**config.mk**
```make
export PLATFORM = sky130hd
export DESIGN_NAME = camera_decimate_luma_probe
export DESIGN_NICKNAME = d
export VERILOG_FILES = /design/src/design/cdlp_pkg.sv /design/src/design/cdlp_front.sv /design/src/design/cdlp_queue.sv /design/src/design/cdlp_back.sv /design/src/design/camera_decimate_luma_probe.sv
export SDC_FILE = /design/constraint.sdc
export NUM_CORES = 1
export LEC_CHECK = 0
export BUFFER_PORTS_ARGS = -buffer_cell sky130_fd_sc_hd__buf_2
export CAP_MARGIN = 20
export CORE_MARGIN = 4
export CORE_UTILIZATION = 33
export DETAILED_ROUTE_END_ITERATION = 8
export RECOVER_POWER = 25
export SYNTH_ARGS = -nofsm -noshare
export SYNTH_HDL_FRONTEND = slang
export SYNTH_HIERARCHICAL = 1
export SYNTH_SLANG_ARGS = --single-unit
```
**constraint.sdc**
```tcl
create_clock -name clk -period 6.9 [get_ports clk]
set_clock_uncertainty 0.2 [all_clocks]
set_input_delay 0.345 -clock clk [delete_from_list [all_inputs] [get_ports clk]]
set_output_delay 0.345 -clock clk [all_outputs]
set_load 0.02 [all_outputs]
```
**src/design/cdlp_pkg.sv**
```systemverilog
`default_nettype none
package cdlp_pkg;

	localparam int LINE_WIDTH  = 320;
	localparam int FRAME_ROWS  = 240;
	localparam int PROBE_DEPTH = 32;
	localparam int QUEUE_DEPTH = 4;

	localparam int COL_W   = $clog2(LINE_WIDTH);
	localparam int ROW_W   = $clog2(FRAME_ROWS);
	localparam int POS_W   = 15;
	localparam int PPTR_W  = $clog2(PROBE_DEPTH);
	localparam int QPTR_W  = $clog2(QUEUE_DEPTH);
	localparam int QCNT_W  = $clog2(QUEUE_DEPTH + 1);
	localparam int CIDX_W  = 2;
	localparam int CDATA_W = 9;

	localparam logic [CIDX_W-1:0] CFG_CHANNEL   = 2'd0;
	localparam logic [CIDX_W-1:0] CFG_PROBE_COL = 2'd1;
	localparam logic [CIDX_W-1:0] CFG_PROBE_ROW = 2'd2;

	localparam logic [1:0] CHAN_LUMA  = 2'd0;
	localparam logic [1:0] CHAN_RED   = 2'd1;
	localparam logic [1:0] CHAN_GREEN = 2'd2;
	localparam logic [1:0] CHAN_BLUE  = 2'd3;

	localparam logic KIND_PIXEL = 1'b0;
	localparam logic KIND_READ  = 1'b1;

	localparam logic [1:0]       CHAN_RESET      = CHAN_LUMA;
	localparam logic [COL_W-1:0] PROBE_COL_RESET = COL_W'(160);
	localparam logic [ROW_W-1:0] PROBE_ROW_RESET = ROW_W'(120);

	typedef struct packed {
		logic        kind;
		logic [31:0] camera_word;
	} in_item_t;

	typedef struct packed {
		logic        result_kind;
		logic [15:0] grey_pixel;
		logic [14:0] pixel_index;
		logic        frame_last;
		logic [4:0]  probe_value;
		logic        probe_ok;
	} out_item_t;

	// classified transaction passed from the front to the back
	typedef struct packed {
		logic             is_read;
		logic [4:0]       red;
		logic [4:0]       green;
		logic [4:0]       blue;
		logic [POS_W-1:0] pixel_index;
		logic             frame_last;
		logic             probe_hit;
	} q_item_t;

	function automatic logic [4:0] luma(input logic [4:0] r, input logic [4:0] g,
		input logic [4:0] b);
		logic [12:0] s;
		s = 13'd77 * 13'(r) + 13'd151 * 13'(g) + 13'd28 * 13'(b);
		return s[12:8];
	endfunction

	function automatic logic [PPTR_W-1:0] probe_wrap(input logic [PPTR_W-1:0] p);
		return (p == PPTR_W'(PROBE_DEPTH - 1)) ? '0 : p + PPTR_W'(1);
	endfunction

endpackage
`default_nettype wire

```
**src/design/cdlp_front.sv**
```systemverilog
`default_nettype none
module cdlp_front import cdlp_pkg::*; (
	input  wire logic             clk,
	input  wire logic             arst_n,
	input  wire logic             in_valid,
	output logic                  in_ready,
	input  wire in_item_t         in_data,
	input  wire logic [COL_W-1:0] probe_column,
	input  wire logic [ROW_W-1:0] probe_row,
	output logic                  push_valid,
	input  wire logic             push_ready,
	output q_item_t               push_data
);

	logic [COL_W-1:0] col_q;
	logic [ROW_W-1:0] row_q;
	logic [POS_W-1:0] pos_q;
	logic [COL_W:0]   col_sum;
	logic [ROW_W:0]   row_sum;
	logic [ROW_W:0]   row_sum2;
	logic             col_wrap;
	logic             row_wrap;
	logic             accept;
	logic             is_read;
	logic             keep;

	assign is_read  = (in_data.kind == KIND_READ);
	assign keep     = is_read || !row_q[0];
	assign in_ready = push_ready;
	assign accept   = in_valid && in_ready;

	assign push_valid = in_valid && keep;

	assign col_sum  = {1'b0, col_q} + (COL_W+1)'(2);
	assign row_sum  = {1'b0, row_q} + (ROW_W+1)'(1);
	assign row_sum2 = {1'b0, row_q} + (ROW_W+1)'(2);
	assign col_wrap = (col_sum >= (COL_W+1)'(LINE_WIDTH));
	assign row_wrap = (row_sum >= (ROW_W+1)'(FRAME_ROWS));

	always_comb begin
		push_data             = '0;
		push_data.is_read     = is_read;
		push_data.red         = in_data.camera_word[15:11];
		push_data.green       = in_data.camera_word[10:6];
		push_data.blue        = in_data.camera_word[4:0];
		push_data.pixel_index = pos_q;
		push_data.frame_last  = col_wrap && (row_sum2 >= (ROW_W+1)'(FRAME_ROWS));
		push_data.probe_hit   = (col_q == probe_column) && (row_q == probe_row);
	end

	// advance the raster on every camera word, kept or dropped
	always_ff @(posedge clk or negedge arst_n) begin
		if (!arst_n) begin
			col_q <= '0;
			row_q <= '0;
			pos_q <= '0;
		end else if (accept && !is_read) begin
			if (col_wrap) begin
				col_q <= '0;
				row_q <= row_wrap ? '0 : row_sum[ROW_W-1:0];
			end else begin
				col_q <= col_sum[COL_W-1:0];
			end
			if (col_wrap && row_wrap) begin
				pos_q <= '0;
			end else if (!row_q[0]) begin
				pos_q <= pos_q + POS_W'(1);
			end
		end
	end

endmodule
`default_nettype wire

```
**src/design/cdlp_queue.sv**
```systemverilog
`default_nettype none
module cdlp_queue import cdlp_pkg::*; (
	input  wire logic    clk,
	input  wire logic    arst_n,
	input  wire logic    push_valid,
	output logic         push_ready,
	input  wire q_item_t push_data,
	output logic         pop_valid,
	input  wire logic    pop_ready,
	output q_item_t      pop_data
);

	q_item_t           slot_q [QUEUE_DEPTH];
	logic [QPTR_W-1:0] wr_q;
	logic [QPTR_W-1:0] rd_q;
	logic [QCNT_W-1:0] cnt_q;
	logic              push;
	logic              pop;

	assign push_ready = (cnt_q != QCNT_W'(QUEUE_DEPTH));
	assign pop_valid  = (cnt_q != '0);
	assign pop_data   = slot_q[rd_q];
	assign push       = push_valid && push_ready;
	assign pop        = pop_valid && pop_ready;

	always_ff @(posedge clk) begin
		if (push) begin
			slot_q[wr_q] <= push_data;
		end
	end

	always_ff @(posedge clk or negedge arst_n) begin
		if (!arst_n) begin
			wr_q  <= '0;
			rd_q  <= '0;
			cnt_q <= '0;
		end else begin
			if (push) begin
				wr_q <= (wr_q == QPTR_W'(QUEUE_DEPTH - 1)) ? '0 : wr_q + QPTR_W'(1);
			end
			if (pop) begin
				rd_q <= (rd_q == QPTR_W'(QUEUE_DEPTH - 1)) ? '0 : rd_q + QPTR_W'(1);
			end
			if (push && !pop) begin
				cnt_q <= cnt_q + QCNT_W'(1);
			end else if (pop && !push) begin
				cnt_q <= cnt_q - QCNT_W'(1);
			end
		end
	end

endmodule
`default_nettype wire

```
**src/design/cdlp_back.sv**
```systemverilog
`default_nettype none
module cdlp_back import cdlp_pkg::*; (
	input  wire logic       clk,
	input  wire logic       arst_n,
	input  wire logic [1:0] channel_select,
	input  wire logic       pop_valid,
	output logic            pop_ready,
	input  wire q_item_t    pop_data,
	output logic            out_valid,
	input  wire logic       out_ready,
	output out_item_t       out_data
);

	logic [4:0]        probe_store [PROBE_DEPTH];
	logic [PPTR_W-1:0] head_q;
	logic [PPTR_W-1:0] tail_q;
	logic              out_valid_q;
	out_item_t         out_q;
	logic              take;
	logic [4:0]        v;
	logic              fifo_empty;
	logic              fifo_full;
	logic              do_push;
	logic              do_pop;
	out_item_t         res;

	assign pop_ready = !out_valid_q || out_ready;
	assign take      = pop_valid && pop_ready;
	assign out_valid = out_valid_q;
	assign out_data  = out_q;

	always_comb begin
		case (channel_select)
			CHAN_RED:   v = pop_data.red;
			CHAN_GREEN: v = pop_data.green;
			CHAN_BLUE:  v = pop_data.blue;
			default:    v = luma(pop_data.red, pop_data.green, pop_data.blue);
		endcase
	end

	// one slot stays free so that full and empty differ
	assign fifo_empty = (head_q == tail_q);
	assign fifo_full  = (probe_wrap(tail_q) == head_q);
	assign do_push    = take && !pop_data.is_read && pop_data.probe_hit && !fifo_full;
	assign do_pop     = take && pop_data.is_read && !fifo_empty;

	always_comb begin
		res = '0;
		if (pop_data.is_read) begin
			res.result_kind = KIND_READ;
			res.probe_ok    = !fifo_empty;
			res.probe_value = fifo_empty ? 5'd0 : probe_store[head_q];
		end else begin
			res.result_kind = KIND_PIXEL;
			res.grey_pixel  = {v, v, 1'b0, v};
			res.pixel_index = pop_data.pixel_index;
			res.frame_last  = pop_data.frame_last;
		end
	end

	always_ff @(posedge clk) begin
		if (do_push) begin
			probe_store[tail_q] <= v;
		end
		if (take) begin
			out_q <= res;
		end
	end

	always_ff @(posedge clk or negedge arst_n) begin
		if (!arst_n) begin
			head_q      <= '0;
			tail_q      <= '0;
			out_valid_q <= 1'b0;
		end else begin
			if (do_push) begin
				tail_q <= probe_wrap(tail_q);
			end
			if (do_pop) begin
				head_q <= probe_wrap(head_q);
			end
			if (take) begin
				out_valid_q <= 1'b1;
			end else if (out_ready) begin
				out_valid_q <= 1'b0;
			end
		end
	end

endmodule
`default_nettype wire

```
**src/design/camera_decimate_luma_probe.sv**
```systemverilog
// Path: an accepted item is stored in the queue, then in the back's output register.
// Throughput: one item per cycle; the front takes a transaction each cycle while the
// four-entry queue has room, and the back retires one each cycle the output is free.
// Odd-row camera words advance the raster and give no result.
// Reset (arst_n low, asynchronous): raster, frame index, probe FIFO pointers, queue
// and output cleared; channel_select 0, probe column 160, probe row 120.
`default_nettype none
module camera_decimate_luma_probe import cdlp_pkg::*; (
	input  wire logic               clk,
	input  wire logic               arst_n,
	input  wire logic               in_valid,
	output logic                    in_ready,
	input  wire in_item_t           in_data,
	output logic                    out_valid,
	input  wire logic               out_ready,
	output out_item_t               out_data,
	input  wire logic               cfg_valid,
	output logic                    cfg_ready,
	input  wire logic [CIDX_W-1:0]  cfg_index,
	input  wire logic [CDATA_W-1:0] cfg_data
);

	logic [1:0]       chan_q;
	logic [COL_W-1:0] probe_col_q;
	logic [ROW_W-1:0] probe_row_q;
	logic             f_push_valid;
	logic             f_push_ready;
	q_item_t          f_push_data;
	logic             b_pop_valid;
	logic             b_pop_ready;
	q_item_t          b_pop_data;

	assign cfg_ready = 1'b1;

	always_ff @(posedge clk or negedge arst_n) begin
		if (!arst_n) begin
			chan_q      <= CHAN_RESET;
			probe_col_q <= PROBE_COL_RESET;
			probe_row_q <= PROBE_ROW_RESET;
		end else if (cfg_valid && cfg_ready) begin
			case (cfg_index)
				CFG_CHANNEL:   chan_q      <= cfg_data[1:0];
				CFG_PROBE_COL: probe_col_q <= cfg_data[COL_W-1:0];
				CFG_PROBE_ROW: probe_row_q <= cfg_data[ROW_W-1:0];
				default:       ;
			endcase
		end
	end

	cdlp_front u_front (
		.clk          (clk),
		.arst_n       (arst_n),
		.in_valid     (in_valid),
		.in_ready     (in_ready),
		.in_data      (in_data),
		.probe_column (probe_col_q),
		.probe_row    (probe_row_q),
		.push_valid   (f_push_valid),
		.push_ready   (f_push_ready),
		.push_data    (f_push_data)
	);

	cdlp_queue u_queue (
		.clk        (clk),
		.arst_n     (arst_n),
		.push_valid (f_push_valid),
		.push_ready (f_push_ready),
		.push_data  (f_push_data),
		.pop_valid  (b_pop_valid),
		.pop_ready  (b_pop_ready),
		.pop_data   (b_pop_data)
	);

	cdlp_back u_back (
		.clk            (clk),
		.arst_n         (arst_n),
		.channel_select (chan_q),
		.pop_valid      (b_pop_valid),
		.pop_ready      (b_pop_ready),
		.pop_data       (b_pop_data),
		.out_valid      (out_valid),
		.out_ready      (out_ready),
		.out_data       (out_data)
	);

endmodule
`default_nettype wire
```
======== Word level (Yosys, flattened, before mapping) ========
Memory sizes are Yosys's and may differ from the RTL's. A register that Yosys moved wholly into a read port is not among the register bits.
Cells that the tools add are included.
storage, ports and cells
  flip-flop bits (word level) ............. 103
  latch bits .............................. 0
  bits in writable memories ............... 292
  memory bits (read-only) ................. 0
  bits of input ports ..................... 49
  output and inout port bits .............. 42
  word-level logic and storage cells ...... 107
  memories kept ........................... 2
cells by class
  add/sub/neg operators ................... 12
  multipliers ............................. 3
  divide/modulo/power cells ............... 0
  order comparisons ....................... 3
  equality and inequality tests ........... 15
  shift-type cells ........................ 0
  mux-type cells .......................... 18
  bitwise gates (word level) .............. 1
  reductions and logical operators ........ 35
memory list
  memory              words  width  rd ports  clocked after memory_dff  write ports  line              text
  u_back.probe_store  32     5      1         1                         1            cdlp_back.sv:14   logic [4:0] probe_store [PROBE_DEPTH];
  u_queue.slot_q      4      33     1         0                         1            cdlp_queue.sv:13  q_item_t slot_q [QUEUE_DEPTH];
operator list
  cell                                                                    count
  15-bit 2-to-1 mux                                                       2
  9-bit by 8-bit >= comparator with 1-bit output, second input constant   2
  15-bit by 1-bit adder with 15-bit output, second input constant         1
  1-bit logical AND                                                       15
  5-bit one-hot mux with 3 select lines                                   1
  12-bit by 13-bit adder with 13-bit output                               1
  13-bit by 10-bit adder with 13-bit output                               1
  8-bit by 5-bit multiplier with 13-bit output, first input constant      1
  7-bit by 5-bit multiplier with 12-bit output, first input constant      1
  5-bit by 1-bit adder with 5-bit output, second input constant           2
  9-bit by 2-bit adder with 10-bit output, second input constant          1
  2-bit equality test, second input constant                              5
  5-bit equality test                                                     2
  5-bit equality test, second input constant                              2
  10-bit by 9-bit >= comparator with 1-bit output, second input constant  1
  5-bit 2-to-1 mux                                                        2
  2-bit AND reduction                                                     5
  8-bit by 1-bit adder with 9-bit output, second input constant           1
  8-bit by 2-bit adder with 9-bit output, second input constant           1
  9-bit equality test                                                     1
  9-bit 2-to-1 mux                                                        1
  8-bit equality test                                                     1
  1-bit zero test                                                         8
  3-bit by 5-bit multiplier with 8-bit output, first input constant       1
  16 further kinds                                                        28

======== Longest topological paths before layout ========
Gate-level depths: netlist of run 1.
  depth after elaboration ................. 8
  gate-level depth with buffers ........... 22
  depth with buffers taken out ............ 20

======== Modules after synthesis ========
The synthesis of run 1 kept the hierarchy.
by module, submodules not included
  module                      instances  cells an instance  area each (um^2)  sequential area each (um^2)
  cdlp_back                   1          661                10318.6           5920.7
  cdlp_queue                  1          210                5253.8            4139.0
  cdlp_front                  1          239                2119.5            775.7
  camera_decimate_luma_probe  1          43                 760.7             483.0

======== Worst setup path after synthesis of run 1 ========
No wires, ideal clock.
  path kind ............................... register to register
  from .................................... register u_queue.rd_q[0]
  to ...................................... memory u_back.probe_store[0][4] (data pin)
  setup time .............................. 0.449 ns
  data arrival time ....................... 5.751 ns
  data required time ...................... 6.251 ns
  slack ................................... 0.500 ns
  cell stages (with the launch flop) ...... 20
  buffers on the path ..................... 2
  period minus slack after synthesis ...... 6.400 ns
  path through ............................ dfrtp_1 > buf_6 > buf_12 > mux4_2 > fa_1 > ha_1 > inv_1 > fa_1 > xnor2_1 > fa_1 > fa_1 > inv_1 > fa_1 > inv_1 > ha_1 > o21a_1 > o21ai_0 > a2111oi_0 > mux2i_1 > nand3_1
RTL lines
  element                 line              text
  start, declared         cdlp_queue.sv:15  logic [QPTR_W-1:0] rd_q;
  start signal, assigned  cdlp_queue.sv:42  rd_q <= (rd_q == QPTR_W'(QUEUE_DEPTH - 1)) ? '0 : rd_q + QPTR_W'(1);
  end, declared           cdlp_back.sv:14

==> results.tsv, run 1 <==
stage	metric	value	unit
yosys	#FFs+latches synth	388	
global_routing	initial antenna violation count	2	
yosys	Post-synth EDFFs	320	
yosys	area share of xor/xnor cells in the synthesized design	2.18	%
worst_setup_path	R2R setup slack	0.37	ns
layout	final std cells w/o fill	2024	
clock_tree	H-Tree Depth	2	
routing	total number of vias	9697	
global_routing	number of global-route vias before repair	10100	
timing	RSZ-0062 raised after global routing	false	
timing	f_max	0.153	GHz
worst_setup_path	CP arrival	6.59	ns
outcome	failing checks	max-capacitance violations, max-slew violations	
yosys	Synth area leader	edfxtp_1	
yosys	Post-Syn Instances	1153	
global_routing	first-pass GRT wire length	57400	microns
yosys	multiplexer share of the synthesized area	12.5	%
layout	fill count	5146	
flow_run	Max-cap violations	1	
routing	1st-iter DRT viols	657	
floorplan	Starting Density	33.4	%
worst_setup_path	Crit. End Element	flip-flop	
clock_tree	clk_lat worst skew	0.56	ns
yosys	complex-gate fraction of the synthesized area	4.20	%
floorplan	io pins	91	
routing	WL/cell	17.9	microns
routing	DRC	0	
yosys	Yosys top cell area share	52.1	%
worst_setup_path	WP data required	6.96	ns
timing	Fin Setup TNS	0	ns
clock_tree	clock root buffer	clkbuf_16	
floorplan	die width	244	microns
yosys	Synth Area in Adders	8.01	%
layout	Layout area overhead	13.4	%
yosys	sequential element share of the synthesized area	61.3	%
floorplan	Rows	86	
floorplan	core area	55200	sq um
timing	max-slew violation count	69	
routing	Pre-Repair DR Iteration Count	5	
global_routing	largest net degree at the start of global routing	69	
yosys	Most used DFF post-synth	edfxtp_1	
worst_setup_path	WS Path Type	reg -> reg	
clock_tree	CTS clk-pin slew, worst paths	0.06	ns
timing	final hold violation count	0	
yosys	synth unique cells	71	
min_path	HP Class	in -> reg	
yosys	largest family of logic cells by synthesized area	multiplexers	
timing	period utilisation layout	94.7	%
outcome	run status	finished with violations	
yosys	top-count cell post-synth	edfxtp_1	
floorplan	Die Area	59800	sq um
timing	Period minus WS final	6.53	ns
clock_tree	Longest Clk Path Bufs	3	
place	port bufs	71	
timing	Setup Viol. Count Final	0	
timing	Worst slew margin	-155	%
global_routing	GRT Util Overall	12.2	%
clock_tree	TritonCTS clock tree	yes	
clock_tree	cts bufs inserted	43	
clock_tree	clk sinks	388	
yosys	async set or reset register ratio after synthesis	17.5	%
yosys	top post-synthesis cells by count	edfxtp_1, inv_1, mux4_2	
place	routability congestion estimate	0.840	
yosys	Area contributors post-synth	edfxtp_1, dfrtp_1, mux4_2	
place	Detail Placement HPWL	23800	microns
timing	Worst-Margin Slew	3.82	ns
yosys	post-synthesis simple-gate area fraction	6.92	%
routing	vias per cell	4.79	
worst_setup_path	CP max FO	32	
yosys	yosys warns	6	
yosys	Syn Nets	1298	
routing	Final ANT Viol Nets	0	
yosys	Synth Cell Area	18500	sq um
layout	Final nets	1387	
worst_setup_path	Worst Setup Start Kind	flip-flop	
routing	final wirelength	36200	microns
global_routing	Congestion Overflow GR	0	
layout	fraction of layout cells with a size suffix above 1	19.5	%
place	dpl cells	1916	
yosys	syn avg cell area	16.0	sq um
floorplan	Die Height	244	microns
==> kinds of logic after synthesis <==
| family | after synthesis |
|---|---|
| AO/OA/AOI/OAI | 106 |
| XOR/XNOR | 46 |
| adder cells (fa/ha/maj) | 96 |
| buffers and inverters | 164 |
| flip-flops | 388 |
| multiplexers | 122 |
| other | 2 |
| AND/OR/NAND/NOR | 229 |
==> layer usage <==
layer,vias up,GRT usage (%),part of all wire [%]
li1,4503,-,-
met1,4954,16.1,44
met2,187,20.6,49
met3,53,2.35,4.7
met4,0,3.66,2.2
met5,-,0,0
==> flip-flops by register name, indices dropped and copies added, names as in the netlist <==
| signal | flops |
|---|---|
| u_back/probe_store | 160 |
| u_queue/slot_q | 132 |
| u_back/out_data | 28 |
| u_front/pos_q | 15 |
| probe_col_q | 9 |
| probe_row_q | 8 |
| u_front/col_q | 8 |
| u_front/row_q | 8 |
| u_back/head_q | 5 |
| u_back/tail_q | 5 |
| u_queue/cnt_q | 3 |
| chan_q | 2 |
| u_queue/rd_q | 2 |
| u_queue/wr_q | 2 |
| u_back/out_valid | 1 |
==> worst max-delay path: stages (launching register included) <==
cell and delay [ns]:
dfrtp_2 0.47, buf_4 0.29, mux4_2 0.67, fa_1 0.57, inv_1 0.05, fa_1 0.38, inv_1 0.08, fa_1 0.44
fa_1 0.54, inv_1 0.05, fa_1 0.54, inv_1 0.04, ha_1 0.29, o21a_1 0.12, o21ai_0 0.12, a2111oi_0 0.72
mux2i_1 0.30, nand3_1 0.09, buf_4 0.25
==> path summary, 6_finish.rpt <==
check                                       startpoint  depth (start not counted)                                  end
max                        u_queue/rd_q[0]$_DFFE_PN0P_                         18  u_back/probe_store[11][4]$_DFFE_PP_
max in group asynchronous                       arst_n                          2         u_back/head_q[0]$_DFFE_PN0P_
max reg2reg                u_queue/rd_q[0]$_DFFE_PN0P_                         18  u_back/probe_store[11][4]$_DFFE_PP_
min in group asynchronous                       arst_n                          2         u_front/col_q[1]$_DFFE_PN0P_
min reg2reg                 probe_col_q[2]$_DFFE_PN0P_                          1           probe_col_q[2]$_DFFE_PN0P_
min                                          cfg_valid                          3                chan_q[0]$_DFFE_PN0P_
==> layout by cell type (no fill, tap or decap), types with 4 or more instances in the layout <==
master / n
xnor2_1: 11
nand3b_1: 6
nor3_1: 15
a22o_1: 13
fa_1: 37
inv_6: 4
clkinv_2: 5
a211oi_1: 12
nor2_1: 41
edfxtp_1: 320
dfrtp_1: 60
mux4_2: 64
mux2_2: 29
mux2i_1: 11
o21ai_0: 21
dfstp_2: 6
nor2b_1: 29
nand4_1: 7
dlygate4sd3_1: 29
ha_1: 59
nor4_1: 5
inv_1: 90
nand2b_1: 5
nand2_1: 36
nand3_1: 13
buf_4: 18
buf_2: 52
xor2_1: 35
clkbuf_1: 30
a31oi_1: 4
a21o_1: 6
or3_1: 5
and2_1: 5
mux4_1: 15
a21oi_1: 21
clkinv_1: 6
and3_1: 44
clkbuf_16: 43
==> stage by stage <==
stage | setup slack [ns] | hold WS, ns | util [%] | instance area [sq um]
after global placement | 0.397 | 0.309 | 35.0 | 19300
after floorplan | 0.500 | -0.151 | - | 18500
final | 0.366 | 0.114 | 37.9 | 20900
after detailed placement | 0.366 | 0.314 | 35.0 | 19300
after global routing | 0.0191 | 0.104 | 37.9 | 20900
after CTS | 0.328 | 0.0419 | 38.0 | 21000
==> cell type report <==
class                           count  area (sq um)  share of cell area (%)
Inverter                           90           338                    1.61
Antenna cell                        2          5.00                  0.0239
Clock buffer                       56          1140                    5.47
Timing Repair Buffer              118           757                    3.62
Multi-Input combinational cell    601          6230                    29.8
Clock inverter                     21           195                   0.933
Tap cell                          748           936                    4.47
Sequential cell                   388         11300                    54.1
==> what timing repair did <==
item                      4_1_cts  5_1_grt
buffers inserted                0        0
hold endpoints to repair      146        0
resized for setup               0        0
hold buffers                   29        0
Power of run 1 is not shown: default switching activity piles up to over one toggle a cycle in this logic, so the estimate is an artifact.
==> run 2, diff against run 1 <==
--- a/config.mk
+++ b/config.mk
@@ -5,10 +5,13 @@
 export SDC_FILE = /design/constraint.sdc
 export NUM_CORES = 1
 export LEC_CHECK = 0
+export ABC_CLOCK_PERIOD_IN_PS = 6900
 export BUFFER_PORTS_ARGS = -buffer_cell sky130_fd_sc_hd__buf_2
 export CAP_MARGIN = 20
+export CORE_ASPECT_RATIO = 2
 export CORE_MARGIN = 4
 export CORE_UTILIZATION = 33
+export CTS_BUF_LIST = sky130_fd_sc_hd__clkbuf_4 sky130_fd_sc_hd__clkbuf_8 sky130_fd_sc_hd__clkbuf_16
 export DETAILED_ROUTE_END_ITERATION = 8
 export RECOVER_POWER = 25
 export SYNTH_ARGS = -nofsm -noshare
==> run 2 against run 1 <==
The run still ends with max-capacitance violations, max-slew violations left. Setup slack improved by 0.0073 ns. Critical endpoint is now u_back/probe_store[23][4]$_DFFE_PP_. Worst hold slack worse by 0.053 ns. Via count fell by 0.12%. Final area down 0.71%. First-iteration DRC count decreased by 20%. Non-clock buffer count fell by 1. Utilization fell by 0.41 points. Critical path depth increased by 1. Register-to-register slack is essentially flat. Wire length grew 7.9%. Critical path type unchanged. Largest cell class unchanged. Die area grew 0.38%. Cell count shrank 0.89%.
==> results.tsv, run 2 (synthesis gave the netlist of run 1 again) <==
stage	metric	value	unit	change
outcome	run status	finished with violations		
outcome	failing checks	max-capacitance violations, max-slew violations		
global_routing	met2 Track Usage GR	26.8	%	+6.2 points
layout	area of the multi-input gates	6250	sq um	+0.34%
layout	n_diodes	0		-2
timing	RSZ-0062 raised after global routing	false		
place	dpl cells	1913		-0.16%
global_routing	initial antenna violation count	0		-2
layout	Final nets	1380		-0.50%
layout	max reg flops	160		unchanged
layout	commonest non-fill, non-tap cells in the layout	edfxtp_1, inv_1, mux4_2		
global_routing	first-pass GRT wire length	61100	microns	+6.4%
clock_tree	cts bufs inserted	37		-14%
routing	1st-iter DRT viols	526		-20%
worst_setup_path	CP arrival	6.58	ns	about the same
clock_tree	Longest Clk Path Bufs	3		unchanged
clock_tree	clk_lat worst skew	0.53	ns	-0.03 ns
layout	commonest non-fill, non-tap cell in the layout	edfxtp_1		
worst_setup_path	Worst Reg-to-Reg Cells	19		+1
clock_tree	Post-CTS Setup Repair Bufs	0		unchanged
timing	Fin Setup TNS	0	ns	unchanged
global_routing	most used routing layer	met2		
timing	max-slew violation count	69		unchanged
routing	DRC	0		unchanged
worst_setup_path	WP data required	6.96	ns	about the same
clock_tree	clk sinks	388		unchanged
place	Detail Placement HPWL	27800	microns	+17%
clock_tree	clock root buffer	clkbuf_16		
global_routing	met3 track demand over resource	1.92	%	-0.43 points
routing	total number of vias	9685		-0.12%
flow_run	Max-cap violations	1		unchanged
place	worst slack at placement	0.208	ns	-0.158 ns
place	routability congestion estimate	0.767		-8.7%
layout	Reg with most FFs	u_back/probe_store		
place	port bufs	71		unchanged
global_routing	met1 Usage GRT	13.0	%	-3.1 points
floorplan	core area	55400	sq um	+0.38%
floorplan	io pins	91		unchanged
worst_setup_path	Crit. End Element	flip-flop		
timing	final worst slack	0.374	ns	+0.00734 ns
worst_setup_path	Worst R2R End	u_back/probe_store[23][4]$_DFFE_PP_		
worst_setup_path	WS Path Type	reg -> reg		
layout	Design Area, Final	20800	sq um	-0.71%
routing	WL/cell	19.5	microns	+8.9%
min_path	Min-Delay Path Depth	3		unchanged
timing	Period minus WS final	6.53	ns	-0.00734 ns
worst_setup_path	Worst Setup Start Kind	flip-flop		
floorplan	Die Height	342	microns	+40%
clock_tree	H-Tree Depth	2		unchanged
global_routing	GRT Util Overall	13.2	%	+0.96 points
floorplan	Starting Density	33.3	%	-0.13 points
worst_setup_path	Reg-to-Reg Start	u_queue/rd_q[0]$_DFFE_PN0P_		
routing	vias per cell	4.83		+0.77%
layout	storage element area	11300	sq um	unchanged
min_path	HP Class	in -> reg		
layout	Layout area overhead	12.6	%	
layout	fill count	5170		+0.47%
min_path	hold path endpoint	chan_q[0]$_DFFE_PN0P_		
layout	fraction of layout cells with a size suffix above 1	19.7	%	+0.26 points
routing	final wirelength	39000	microns	+7.9%
floorplan	Die Area	60000	sq um	+0.38%
timing	f_max	0.153	GHz	+0.11%
floorplan	die width	175	microns	-28%
timing	Setup Viol. Count Final	0		unchanged
worst_setup_path	R2R setup slack	0.37	ns	about the same
timing	final hold violation count	0		unchanged
timing	Worst slew margin	-160	%	-4.9 points
global_routing	number of global-route vias before repair	10600		+4.6%
worst_setup_path	CP max FO	32		unchanged
timing	period utilisation layout	94.6	%	-0.11 points
global_routing	Congestion Overflow GR	0		unchanged
layout	final std cells w/o fill	2006		-0.89%
routing	Final ANT Viol Nets	0		unchanged
min_path	worst hold start	cfg_index[1]		
clock_tree	TritonCTS clock tree	yes		
floorplan	Rows	122		+42%
clock_tree	CTS clk-pin slew, worst paths	0.07	ns	about the same
routing	Pre-Repair DR Iteration Count	5		unchanged
global_routing	largest net degree at the start of global routing	69		unchanged
timing	Worst-Margin Slew	3.89	ns	+0.0738 ns
place	Post-DP Area	19400	sq um	about the same
[run 2: changes by cell type in the layout (fill, tap and decap cells not counted), sizes merged]
cell         previous run  this run
clkinvlp                3         4
diode                   2         0
clkbuf                 75        66
inv                    94        92
clkinv                 11        15
bufinv                  3         2
dlygate4sd3            29        27
buf                    70        67
[run 2: area by class of cell]
| type | count | area share [%] |
|---|---|---|
| flip-flops and latches | 388 | 54.5 |
| multi-input cells | 601 | 30.1 |
| clock buffers | 43 | 4.76 |
| well taps | 744 | 4.48 |
| repair buffers | 117 | 3.62 |
| inverters | 90 | 1.63 |
| clock inverters | 23 | 0.951 |
[run 2: routing by layer]
| layer | vias up | routed length (microns) |
|---|---|---|
| li1 | 4481 | - |
| met3 | 67 | 1470 |
| met5 | - | 0 |
| met2 | 204 | 23100 |
| met1 | 4933 | 13000 |
| met4 | 0 | 1460 |
[run 2: how the worst max path moves through the flow]
stage,start,to,cells past startpoint,slack (ns)
final,u_queue/rd_q[0]$_DFFE_PN0P_,u_back/probe_store[23][4]$_DFFE_PP_,19,0.37
after floorplan,u_queue/rd_q[0]$_DFFE_PN0P_,u_back/probe_store[0][4]$_DFFE_PP_,19,0.50
after CTS,u_queue/rd_q[0]$_DFFE_PN0P_,u_back/probe_store[10][4]$_DFFE_PP_,19,0.17
after detailed placement,u_queue/rd_q[0]$_DFFE_PN0P_,u_back/probe_store[25][4]$_DFFE_PP_,19,0.21
after global routing,u_queue/rd_q[0]$_DFFE_PN0P_,u_back/probe_store[23][4]$_DFFE_PP_,19,0.06
after global placement,u_queue/rd_q[0]$_DFFE_PN0P_,u_back/probe_store[25][4]$_DFFE_PP_,19,0.20
[run 2: timing repair]
action / in CTS / in global routing
hold buffers: 27 / 0
setup endpoints to repair: 0 / 32
gates resized for setup: 0 / 1
hold endpoints to repair: 146 / 0
[run 2: per-stage QoR]
step                      hold WS (ns)  util (%)
after CTS                       0.0338      37.6
after detailed placement         0.317      34.9
after floorplan                 -0.151         -
after global routing            0.0529      37.5
final                           0.0613      37.5
after global placement           0.312      34.9
[run 2: worst max-delay path, cell delays in order (launching register included)]
cell and delay, ns:
dfrtp_2 0.49, mux4_2 0.65, fa_1 0.53, ha_1 0.16, inv_1 0.05, fa_1 0.39
xnor2_1 0.29, fa_1 0.49, fa_1 0.48, inv_1 0.05, fa_1 0.53, inv_1 0.04
ha_1 0.30, o21a_1 0.12, o21ai_0 0.12, a2111oi_1 0.56, buf_4 0.20, mux2i_1 0.22
nand3_1 0.15, buf_12 0.20
Power of run 2 is left out for the same reason.
==> run 3, diff against run 2 <==
--- a/config.mk
+++ b/config.mk
@@ -5,7 +5,7 @@
 export SDC_FILE = /design/constraint.sdc
 export NUM_CORES = 1
 export LEC_CHECK = 0
-export ABC_CLOCK_PERIOD_IN_PS = 6900
+export ABC_CLOCK_PERIOD_IN_PS = 7850
 export BUFFER_PORTS_ARGS = -buffer_cell sky130_fd_sc_hd__buf_2
 export CAP_MARGIN = 20
 export CORE_ASPECT_RATIO = 2
@@ -13,6 +13,7 @@
 export CORE_UTILIZATION = 33
 export CTS_BUF_LIST = sky130_fd_sc_hd__clkbuf_4 sky130_fd_sc_hd__clkbuf_8 sky130_fd_sc_hd__clkbuf_16
 export DETAILED_ROUTE_END_ITERATION = 8
+export HOLD_SLACK_MARGIN = 0.12
 export RECOVER_POWER = 25
 export SYNTH_ARGS = -nofsm -noshare
 export SYNTH_HDL_FRONTEND = slang
==> constraint.sdc (replaced) <==
create_clock -name clk -period 7.85 [get_ports clk]
set_clock_uncertainty 0.2 [all_clocks]
set_input_delay 0.3925 -clock clk [delete_from_list [all_inputs] [get_ports clk]]
set_output_delay 0.3925 -clock clk [all_outputs]
set_load 0.02 [all_outputs]
==> run 3 against run 2 <==
The flow still finishes with violations (max-capacitance violations, max-slew violations). Die area stayed put. Clock-buffer cell count did not move. Utilization decreased by 0.14 points. Final area down 0.37%. Setup slack gained 0.84 ns. Worst hold slack better by 0.13 ns. Non-clock buffer count decreased by 1. Critical path type unchanged.
==> results.tsv, run 3 (synthesis gave the netlist of run 1 again) <==
stage	metric	value	unit	change
routing	WL met2	22800	microns	-1.3%
floorplan	die width	175	microns	unchanged
global_routing	number of global-route vias before repair	10500		-0.68%
worst_setup_path	WS Path Type	reg -> reg		
floorplan	io pins	91		unchanged
layout	fin util	37.4	%	-0.14 points
routing	WL/cell	19.2	microns	-1.4%
timing	final hold violation count	0		unchanged
worst_setup_path	Buf+Inv Stages, Crit Path	4		-1
timing	Setup Viol. Count Final	0		unchanged
floorplan	Die Area	60000	sq um	unchanged
floorplan	core area	55400	sq um	unchanged
place	routability congestion estimate	0.790		+3.1%
timing	Worst-Margin Slew	3.88	ns	-0.0158 ns
clock_tree	CTS clk-pin slew, worst paths	0.06	ns	about the same
layout	commonest non-fill, non-tap cells in the layout	edfxtp_1, inv_1, mux4_2		
timing	Worst slew margin	-159	%	+1.1 points
routing	vias per cell	4.88		+1.0%
min_path	HP Class	in -> reg		
clock_tree	cts bufs inserted	36		-2.7%
worst_setup_path	Setup crit end	u_back/probe_store[25][4]$_DFFE_PP_		
worst_setup_path	CP max FO	32		unchanged
outcome	run status	finished with violations		
layout	Reg with most FFs	u_back/probe_store		
global_routing	GRT Util Overall	13.0	%	-0.19 points
layout	Layout area overhead	12.2	%	
global_routing	first-pass GRT wire length	60100	microns	-1.7%
worst_setup_path	Top delay family on crit path	adder cells		
worst_setup_path	WP data required	7.90	ns	+0.94 ns
floorplan	Rows	122		unchanged
clock_tree	Longest Clk Path Bufs	3		unchanged
timing	Period minus WS final	6.63	ns	+0.107 ns
layout	max reg flops	160		unchanged
routing	1st-iter DRT viols	516		-1.9%
routing	Pre-Repair DR Iteration Count	5		unchanged
worst_setup_path	Crit. End Element	flip-flop		
worst_setup_path	R2R setup slack	1.22	ns	+0.84 ns
clock_tree	post_cts resized	0		unchanged
worst_setup_path	CP max-delay cell	a2111oi_0		
clock_tree	H-Tree Depth	2		unchanged
worst_setup_path	CP arrival	6.68	ns	+0.10 ns
layout	Final nets	1378		-0.14%
routing	met3 wire len	1460	microns	-1.2%
outcome	failing checks	max-capacitance violations, max-slew violations		
clock_tree	TritonCTS clock tree	yes		
clock_tree	clk_lat worst skew	0.54	ns	about the same
layout	n_diodes	0		unchanged
timing	RSZ-0062 raised after global routing	false		
layout	fill count	5185		+0.29%
layout	fraction of layout cells with a size suffix above 1	19.5	%	-0.27 points
worst_setup_path	Reg-to-Reg Start	u_queue/rd_q[0]$_DFFE_PN0P_		
worst_setup_path	CP most frequent cell	fa_1		
worst_setup_path	CP startpoint	u_queue/rd_q[0]$_DFFE_PN0P_		
global_routing	initial antenna violation count	0		unchanged
clock_tree	clk sinks	388		unchanged
worst_setup_path	Worst R2R End	u_back/probe_store[25][4]$_DFFE_PP_		
worst_setup_path	Worst Reg-to-Reg Cells	18		-1
timing	f_max	0.151	GHz	-1.6%
worst_setup_path	Stages on worst setup path	18		-1
flow_run	Max-cap violations	1		unchanged
routing	final wirelength	38400	microns	-1.6%
timing	Fin Setup TNS	0	ns	unchanged
layout	commonest non-fill, non-tap cell in the layout	edfxtp_1		
routing	Final ANT Viol Nets	0		unchanged
timing	max-slew violation count	69		unchanged
global_routing	largest net degree at the start of global routing	69		unchanged
place	port bufs	71		unchanged
worst_setup_path	Cell Chain, Critical Path	mux4_2, fa_1, ha_1, inv_1, fa_1, xnor2_1, fa_1, fa_1, inv_1, fa_1, inv_1, ha_1, o21a_1, o21ai_0, a2111oi_0, mux2i_1, nand3_1, buf_4		
routing	DRC	0		unchanged
routing	Met1 Routed Length	12900	microns	-0.91%
routing	total number of vias	9769		+0.87%
timing	period utilisation layout	84.5	%	-10 points
worst_setup_path	Worst Setup Start Kind	flip-flop		
place	Detail Placement HPWL	27400	microns	-1.8%
floorplan	Starting Density	33.3	%	unchanged
floorplan	Die Height	342	microns	unchanged
worst_setup_path	slowest stage delay, CP	0.69	ns	+0.04 ns
routing	Max Used Layer	met4		
global_routing	Congestion Overflow GR	0		unchanged
clock_tree	clock root buffer	clkbuf_16		
==> run 3: cell count changes in the layout (fill, tap and decap cells not counted), sizes merged <==
cell,previous run,this run
inv,92,93
clkinv,15,13
dlygate4sd3,27,29
clkbuf,66,62
buf,67,68
clkinvlp,4,3
==> run 3: stage by stage <==
stage | worst slack (ns) | cells | cell area, sq um | hold slack (ns)
after floorplan | 1.45 | 1153 | 18500 | -0.103
after global placement | 1.10 | 1909 | 19300 | 0.311
after detailed placement | 1.11 | 1909 | 19300 | 0.314
after CTS | 1.10 | 2002 | 20800 | 0.138
after global routing | 0.954 | 2003 | 20700 | 0.192
final | 1.22 | 2003 | 20700 | 0.193
==> run 3: area by class of cell <==
| type | count | area, sq um | area share [%] |
|---|---|---|---|
| clock buffer | 43 | 966 | 4.67 |
| clock inverter | 21 | 181 | 0.876 |
| inverter | 90 | 338 | 1.63 |
| multi-input combinational | 601 | 6220 | 30.0 |
| sequential | 388 | 11300 | 54.7 |
| tap | 744 | 931 | 4.50 |
| timing repair buffer | 116 | 746 | 3.60 |
==> run 3: what timing repair did <==
action,CTS,global route
hold buffers,29,0
setup endpoints to repair,0,0
setup buffers,0,0
hold endpoints to repair,146,0
==> run 3: how the worst min path moves through the flow <==
stage	slack, ns	cells past startpoint	start	to
5_1_grt	0.19	3	cfg_valid	chan_q[0]$_DFFE_PN0P_
3_3_place_gp	0.31	1	probe_col_q[2]$_DFFE_PN0P_	probe_col_q[2]$_DFFE_PN0P_
3_5_place_dp	0.31	1	probe_col_q[2]$_DFFE_PN0P_	probe_col_q[2]$_DFFE_PN0P_
4_1_cts	0.14	3	cfg_valid	probe_col_q[8]$_DFFE_PN0P_
2_1_floorplan	-0.10	0	arst_n	chan_q[0]$_DFFE_PN0P_
6_report	0.19	3	cfg_valid	chan_q[0]$_DFFE_PN0P_
==> run 3: layer usage <==
metal  track usage, %  vias to the layer above
met4             4.80                        0
li1                 -                     4474
met2             26.5                      211
met3             2.00                       61
met1             12.8                     5023
met5                0                        -
==> run 3: worst register-to-register path: cells and delay by family, from the launching register on <==
kind	cells	cell delay [ns]
buffers and inverters	4	0.40
muxes	2	0.97
xor gates and xnor gates	1	0.29
DFF	1	0.51
AOI/OAI and AO/OA	3	0.93
adders and majority gates	7	2.94
and+or+nand+nor	1	0.09
Power of run 3 is left out for the same reason.
